## config.mk

```make
export PLATFORM = sky130hd
export DESIGN_NAME = base64_stream_decoder_unit
export DESIGN_NICKNAME = d
export VERILOG_FILES = /design/src/design/b64d_pkg.sv /design/src/design/base64_stream_decoder_unit.sv /design/src/design/b64d_core.sv /design/src/design/b64d_outq.sv
export SDC_FILE = /design/constraint.sdc
export NUM_CORES = 1
export LEC_CHECK = 0
export BUFFER_PORTS_ARGS = -buffer_cell sky130_fd_sc_hd__buf_2
export CAP_MARGIN = 5
export CORE_ASPECT_RATIO = 0.7
export CORE_UTILIZATION = 35
export DETAILED_ROUTE_END_ITERATION = 8
export GPL_TIMING_DRIVEN = 0
export SYNTH_ARGS = -nofsm -noshare
export SYNTH_HDL_FRONTEND = slang
export SYNTH_SLANG_ARGS = --single-unit
export TNS_END_PERCENT = 30
```

## constraint.sdc

```tcl
create_clock -name i_clk -period 10.6 [get_ports i_clk]
set_input_delay 2.12 -clock i_clk [delete_from_list [all_inputs] [get_ports i_clk]]
set_output_delay 2.12 -clock i_clk [all_outputs]
set_load 0.005 [all_outputs]
```

## src/design/b64d_pkg.sv

```systemverilog
// Package for the base64 stream decoder: sizes, result-queue types and the
// alphabet decode function. Depends on nothing; all but the checker import it.
package b64d_pkg;

    // Counted (non-whitespace) characters per text before the rest is ignored
    localparam int MAX_CHARS = 255;
    localparam int CNT_W     = $clog2(MAX_CHARS + 1);

    // Result queue: one item can give up to four results
    localparam int QDEPTH = 4;
    localparam int Q_W    = $clog2(QDEPTH + 1);
    localparam int IDX_W  = $clog2(QDEPTH);

    // Character codes with a meaning of their own
    localparam logic [7:0] CHAR_PAD   = 8'h3D;
    localparam logic [7:0] CHAR_SPACE = 8'h20;
    localparam logic [7:0] CHAR_TAB   = 8'h09;
    localparam logic [7:0] CHAR_CR    = 8'h0D;

    // Status codes
    localparam logic STATUS_OK      = 1'b0;
    localparam logic STATUS_INVALID = 1'b1;

    // One result beat
    typedef struct packed {
        logic [7:0] out_byte;
        logic       is_status;
        logic       status_code;
        logic       last;
    } t_item;

    // Results of one decoded item, handed to the queue in one cycle
    typedef struct packed {
        logic                    valid;
        logic [Q_W-1:0]          n;
        t_item [QDEPTH-1:0]      items;
    } t_push;

    typedef struct packed {
        logic       ok;
        logic [5:0] val;
    } t_sextet;

    // Map one alphabet character to its 6-bit value
    function automatic t_sextet sextet_of(input logic [7:0] c);
        t_sextet s;
        s.ok  = 1'b1;
        s.val = 6'd0;
        if (c >= 8'h41 && c <= 8'h5A) begin
            s.val = 6'(c - 8'h41);
        end else if (c >= 8'h61 && c <= 8'h7A) begin
            s.val = 6'(c - 8'h61 + 8'd26);
        end else if (c >= 8'h30 && c <= 8'h39) begin
            s.val = 6'(c - 8'h30 + 8'd52);
        end else if (c == 8'h2B) begin
            s.val = 6'd62;
        end else if (c == 8'h2F) begin
            s.val = 6'd63;
        end else begin
            s.ok = 1'b0;
        end
        return s;
    endfunction

endpackage

```

## src/design/base64_stream_decoder_unit.sv

```systemverilog
// Base64 stream decoder: top level joining the decode core and result queue.
// Depends on b64d_pkg, b64d_core and b64d_outq.
//
// Usage:
//   Input channel (i_in_valid / o_in_ready) carries one text character per
//   beat on i_char_code, or an end marker (i_end_marker high). Whitespace is
//   skipped; every fourth counted character completes a group, whose three
//   bytes go out once the next group starts. At the end marker the last group
//   goes out less its padding bytes, followed by one status beat
//   (o_is_status and o_last high, o_status_code 1 for invalid text).
//   Output channel (o_out_valid / i_out_ready) carries one result per beat.
//   A result passes through the input register and then the queue register
//   before it shows on the output. Throughput: one character a cycle; a beat
//   is held in the input register while the four-slot result queue lacks room
//   for its results, and an end marker that releases a whole held group (four
//   results) waits until the queue is empty.
//   Reset (synchronous, active low) empties both registers and clears the
//   group state. A stalled receiver fills the queue and then stops input.
module base64_stream_decoder_unit (
    input  logic       i_clk,
    input  logic       i_rst_n,
    input  logic       i_in_valid,
    output logic       o_in_ready,
    input  logic [7:0] i_char_code,
    input  logic       i_end_marker,
    output logic       o_out_valid,
    input  logic       i_out_ready,
    output logic [7:0] o_out_byte,
    output logic       o_is_status,
    output logic       o_status_code,
    output logic       o_last
);
    import b64d_pkg::*;

    t_push          push;
    logic [Q_W-1:0] q_free;
    t_item          item;

    b64d_core u_core (
        .i_clk        (i_clk),
        .i_rst_n      (i_rst_n),
        .i_in_valid   (i_in_valid),
        .o_in_ready   (o_in_ready),
        .i_char_code  (i_char_code),
        .i_end_marker (i_end_marker),
        .i_q_free     (q_free),
        .o_push       (push)
    );

    b64d_outq u_outq (
        .i_clk       (i_clk),
        .i_rst_n     (i_rst_n),
        .i_push      (push),
        .o_free      (q_free),
        .o_out_valid (o_out_valid),
        .i_out_ready (i_out_ready),
        .o_item      (item)
    );

    assign o_out_byte    = item.out_byte;
    assign o_is_status   = item.is_status;
    assign o_status_code = item.status_code;
    assign o_last        = item.last;

endmodule

```

## src/design/b64d_core.sv

```systemverilog
// Decode core: input register, group state and result generation per beat.
// Depends on b64d_pkg; feeds b64d_outq.
module b64d_core (
    input  logic                      i_clk,
    input  logic                      i_rst_n,
    input  logic                      i_in_valid,
    output logic                      o_in_ready,
    input  logic [7:0]                i_char_code,
    input  logic                      i_end_marker,
    input  logic [b64d_pkg::Q_W-1:0]  i_q_free,
    output b64d_pkg::t_push           o_push
);
    import b64d_pkg::*;

    // Input register
    logic             r_in_valid;
    logic [7:0]       r_char;
    logic             r_end;

    // Decode state
    logic [1:0]       r_pos;
    logic [23:0]      r_acc;
    logic [1:0]       r_pad;
    logic             r_held_v;
    logic [23:0]      r_held;
    logic [1:0]       r_held_pad;
    logic [CNT_W-1:0] r_cnt;
    logic             r_err;

    t_sextet          sx;
    logic             is_ws;
    logic             is_pad;
    logic             counted;
    logic             illegal;
    logic             err_next;
    logic             bad_end;
    logic [23:0]      acc_shift;
    logic [1:0]       pad_next;
    logic [Q_W-1:0]   n_bytes;
    logic [Q_W-1:0]   n_items;
    logic             adv;
    t_item            status_item;

    // Classify the registered character
    always_comb begin
        sx        = sextet_of(r_char);
        is_ws     = (r_char == CHAR_SPACE) || (r_char >= CHAR_TAB && r_char <= CHAR_CR);
        is_pad    = (r_char == CHAR_PAD);
        counted   = !r_end && !is_ws && (r_cnt < CNT_W'(MAX_CHARS));
        illegal   = !sx.ok && !(is_pad && r_pos[1]);
        err_next  = r_err || illegal;
        acc_shift = {r_acc[17:0], sx.ok ? sx.val : 6'd0};
        pad_next  = r_pad + {1'b0, is_pad && r_pos[1]};
        bad_end   = r_err || (r_cnt == '0) || (r_cnt[1:0] != 2'b00);
    end

    // Work out how many bytes and results this beat releases
    always_comb begin
        n_bytes = '0;
        n_items = '0;
        if (r_end) begin
            if (!bad_end && r_held_v) begin
                n_bytes = (r_held_pad[1]) ? Q_W'(1) : Q_W'(3) - Q_W'(r_held_pad);
            end
            n_items = n_bytes + Q_W'(1);
        end else if (counted && (r_pos == 2'd0) && r_held_v && !err_next) begin
            n_bytes = Q_W'(3);
            n_items = Q_W'(3);
        end
    end

    // Build the result beats: held bytes first, then the status
    always_comb begin
        status_item.out_byte    = 8'h00;
        status_item.is_status   = 1'b1;
        status_item.status_code = bad_end ? STATUS_INVALID : STATUS_OK;
        status_item.last        = 1'b1;
        o_push.valid            = adv;
        o_push.n                = n_items;
        for (int k = 0; k < QDEPTH; k++) begin
            o_push.items[k] = status_item;
        end
        // At most three bytes come ahead of the status
        for (int k = 0; k < QDEPTH - 1; k++) begin
            if (Q_W'(k) < n_bytes) begin
                o_push.items[k].out_byte    = r_held[23 - 8*k -: 8];
                o_push.items[k].is_status   = 1'b0;
                o_push.items[k].status_code = STATUS_OK;
                o_push.items[k].last        = 1'b0;
            end
        end
    end

    assign adv          = r_in_valid && (i_q_free >= n_items);
    assign o_in_ready   = !r_in_valid || adv;

    // Hold the accepted beat until the queue has room for its results
    always_ff @(posedge i_clk) begin
        if (!i_rst_n) begin
            r_in_valid <= 1'b0;
        end else if (o_in_ready) begin
            r_in_valid <= i_in_valid;
        end
        if (o_in_ready && i_in_valid) begin
            r_char <= i_char_code;
            r_end  <= i_end_marker;
        end
    end

    // Advance the group state; clear it all at the end marker
    always_ff @(posedge i_clk) begin
        if (!i_rst_n) begin
            r_pos      <= '0;
            r_acc      <= '0;
            r_pad      <= '0;
            r_held_v   <= 1'b0;
            r_held     <= '0;
            r_held_pad <= '0;
            r_cnt      <= '0;
            r_err      <= 1'b0;
        end else if (adv) begin
            if (r_end) begin
                r_pos      <= '0;
                r_acc      <= '0;
                r_pad      <= '0;
                r_held_v   <= 1'b0;
                r_held     <= '0;
                r_held_pad <= '0;
                r_cnt      <= '0;
                r_err      <= 1'b0;
            end else if (counted) begin
                r_cnt <= r_cnt + CNT_W'(1);
                r_err <= err_next;
                if (r_pos == 2'd3) begin
                    r_held     <= acc_shift;
                    r_held_pad <= pad_next;
                    r_held_v   <= 1'b1;
                    r_acc      <= '0;
                    r_pad      <= '0;
                    r_pos      <= '0;
                end else begin
                    if (r_pos == 2'd0) begin
                        r_held_v <= 1'b0;
                    end
                    r_acc <= acc_shift;
                    r_pad <= pad_next;
                    r_pos <= r_pos + 2'd1;
                end
            end
        end
    end

endmodule

```

## src/design/b64d_outq.sv

```systemverilog
// Result queue: four slots that take a burst of results in one cycle and
// hand out one beat a cycle while the receiver is ready. Depends on b64d_pkg.
module b64d_outq (
    input  logic                      i_clk,
    input  logic                      i_rst_n,
    input  b64d_pkg::t_push           i_push,
    output logic [b64d_pkg::Q_W-1:0]  o_free,
    output logic                      o_out_valid,
    input  logic                      i_out_ready,
    output b64d_pkg::t_item           o_item
);
    import b64d_pkg::*;

    t_item [QDEPTH-1:0] r_slot;
    t_item [QDEPTH-1:0] n_slot;
    logic  [Q_W-1:0]    r_count;
    logic  [Q_W-1:0]    n_count;
    logic               pop;
    logic  [Q_W-1:0]    base;

    assign pop  = (r_count != '0) && i_out_ready;
    assign base = r_count - Q_W'(pop);

    // Shift out the head beat, then append the new burst behind what stays
    always_comb begin
        logic [Q_W-1:0] v_rel;
        n_slot  = r_slot;
        n_count = base + (i_push.valid ? i_push.n : '0);
        if (pop) begin
            for (int i = 0; i < QDEPTH - 1; i++) begin
                n_slot[i] = r_slot[i + 1];
            end
        end
        for (int i = 0; i < QDEPTH; i++) begin
            v_rel = Q_W'(i) - base;
            if (i_push.valid && (Q_W'(i) >= base) && (v_rel < i_push.n)) begin
                n_slot[i] = i_push.items[v_rel[IDX_W-1:0]];
            end
        end
    end

    always_ff @(posedge i_clk) begin
        if (!i_rst_n) begin
            r_count <= '0;
        end else begin
            r_count <= n_count;
        end
        r_slot <= n_slot;
    end

    assign o_free      = Q_W'(QDEPTH) - r_count;
    assign o_out_valid = (r_count != '0);
    assign o_item      = r_slot[0];

endmodule

```

==> run metrics <==
CTS clock-pin slew for the worst setup and hold paths=70 ps; drt total wl=16200 um; CP Class=reg2out; CTS Hold Bufs=0; Critical Path RT=8480 ps; drt pass-1 iters=8; Worst-Margin Slew=1040 ps; Sink Count=111; WP buf/inv=2; outcome=finished, final reports clean; Final Max Slew Viols=0; port bufs=24; final worst path period need=6170 ps; I/O pin count=26; Post-route DRC=0; Unique masters post-synth=76; average wire per standard cell=17.7 um; synthesis-to-layout area growth=11.7%; area leader, netlist=edfxtp_1; Ys Warns=0; Hold Crit Depth=2; worst hold margin=454 ps; share of flip-flops with an asynchronous set or reset=0%; Hold Crit Class=reg2reg; synthesized flop and latch total=111; nets@finish=731; Vias/cell=5.58; Die W=163 um; worst-path cell chain=inv_1 > ha_1 > a21oi_1 > a31oi_1 > a221oi_4 > o311ai_4 > nand2_1 > ha_1 > nand2b_1 > a21o_1 > o2111a_2 > nor2_1 > nand2_1 > buf_2; fmax=0.162 GHz; Syn Inst Count=646; worst rel slew slack=30.0%; clk root buf=clkbuf_16; post_cts resized=0; Worst Hold Launch=u_core.r_acc[13]; R2R depth=15; syn_nets=695; Max clock buf depth=2; ranking of synthesized cells by area=edfxtp_1 23%, dfxtp_1 20%, ha_1 6.9%; top_reg_cell synth=dfxtp_1; endpoints failing setup=0; grt ovf=0; final hold vios=0; worst-skew pair later-pin latency=350 ps; non-filler cells in the finished layout=918; Starting Density=36.3%; global router's overall resource usage=18.3%; r2r setup slk=5820 ps; Final period util=58.2%; FP Rows=40; H-tree depth=3; Mean Syn Cell Area=9.78 sq um; first-pass GRT wire length=26500 um; register area share after synthesis=42.9%; die area=0.0186 sq mm; # diodes=0; CTS buffer count=9; Cell Area, Synth=0.00632 sq mm; Die Y=114 um; Worst EP arrival=4050 ps; Power Dens Cells=212 mW/mm^2; CTS tree=yes; largest net degree at the start of global routing=19; Clock Skew=4.77 ps; vias in the first global route=4789; number of synthesized flops with an enable pin=49; initial antenna violation count=0; fraction of layout cells with a size suffix above 1=12.8%; Crit path largest cell delay=530 ps; Finished Cell Area=0.00706 sq mm; Setup TNS=0 ps; delay-heaviest family, CP=compound AO/OA/AOI/OAI gates; DR vias=5121; leakage power=2.67 nW; type of origin of the critical path=flip-flop; Core ar.=0.0174 sq mm; Critical-path top delay cell=edfxtp_1; Hold EP=u_core.r_acc[13]; Routed Antenna Nets=0; reg-to-reg critical path endpoint=u_outq.r_slot[28]; RSZ-0062 raised after global routing=false; max-cap check violation count=0; Cells after DPL=902; CP Max Fanout=9; post-synth top area share=23.3%; setup repair bufs after CTS=0; most frequent cell after synthesis=nand2_1; reg-to-reg critical path startpoint=u_core.r_char[2]; 1st-iter DRT viols=481; crit path capture type=output pin; synth cell count leaders=64 x nand2_1, 62 x dfxtp_1, 49 x edfxtp_1, 44 x inv_1, 36 x nand3_1; overall power=1.49 mW; maximum VDD drop=0.000114 V; hpwl dp=12700 um; Post-Place Cell Area=0.00674 sq mm; gpl congestion=0.908
==> cell type report <==
| cell class | count | area [sq um] |
|---|---|---|
| Timing Repair Buffer | 25 | 128 |
| Inverter | 46 | 173 |
| Clock inverter | 6 | 91.3 |
| Multi-Input combinational cell | 450 | 3210 |
| Tap cell | 231 | 289 |
| Buffer | 39 | 223 |
| Fill cell | 1715 | 10400 |
| Clock buffer | 10 | 229 |
| Sequential cell | 111 | 2710 |
==> worst min-delay path, cell delays in order, from the launching register on <==
cell	delay (ps)
dfxtp_1	310
nand2_1	50
a21boi_1	50
==> cells in the final DEF, fill, tap and decap left out, types with 5 or more instances in the layout <==
cell type	count
a21boi_1	18
a21oi_1	26
a222oi_1	16
a22o_1	22
a22oi_1	16
a31oi_1	13
and2_1	6
and3_1	5
buf_2	34
buf_4	10
clkbuf_1	15
clkbuf_16	9
dfxtp_1	62
edfxtp_1	49
ha_1	35
inv_1	44
mux2i_1	18
nand2_1	64
nand2b_1	8
nand3_1	36
nor2_1	35
nor3_1	5
o21ai_0	27
o31ai_1	7
xnor2_1	9
==> routing by layer <==
metal | vias to the layer above | wire [um] | track usage [%]
li1 | 2484 | - | -
met1 | 2435 | 8460 | 28.4
met2 | 190 | 6480 | 25.9
met3 | 12 | 1190 | 3.30
met4 | 0 | 116 | 3.99
met5 | - | 0 | 0
==> where the power goes <==
group          switching, mW  internal, mW
logic                  0.336         0.201
clock network          0.161         0.209
registers             0.0294         0.558
total                  0.526         0.968
==> state kept, by name, summed over array words and instances (netlist names) <==
register	flops
u_core.r_end	1
u_outq.r_slot	30
u_outq.r_count	3
u_core.r_pad	2
u_core.r_char	8
u_outq.o_item	10
u_core.r_acc	18
u_core.r_held	24
u_core.r_in_valid	1
u_core.r_held_v	1
u_core.r_pos	2
u_core.r_err	1
u_core.r_held_pad	2
u_core.r_cnt	8
==> per-stage QoR <==
stage / worst slack (ps) / util (%)
global placement: 4830 / 38.6
global route: 4210 / 40.5
detailed placement: 4760 / 38.7
floorplan: 5480 / -
CTS: 4440 / 40.5
finish: 4430 / 40.5
==> logic make-up (layout without fill, tap and decap cells) <==
group	after synthesis	count (layout)	share of synthesized area, %
xor gates and xnor gates	12	12	1.66
buffers and inverters	85	126	6.26
and+or+nand+nor	189	189	14.7
DFF	111	111	42.9
AOI/OAI and AO/OA	191	191	23.5
muxes	22	22	3.62
adders and majority gates	36	36	7.25
==> worst max path at each step <==
stage / startpoint / endpoint / slack, ps / depth (start not counted)
floorplan: u_core.r_char[2] / o_in_ready / 5480 / 14
global placement: i_out_ready / u_outq.o_item[3] / 4830 / 14
detailed placement: i_out_ready / u_outq.o_item[7] / 4760 / 14
CTS: u_core.r_char[2] / o_in_ready / 4440 / 14
global route: u_core.r_char[2] / o_in_ready / 4210 / 14
finish: u_core.r_char[2] / o_in_ready / 4430 / 14
Power figures use the tool's default switching activity.
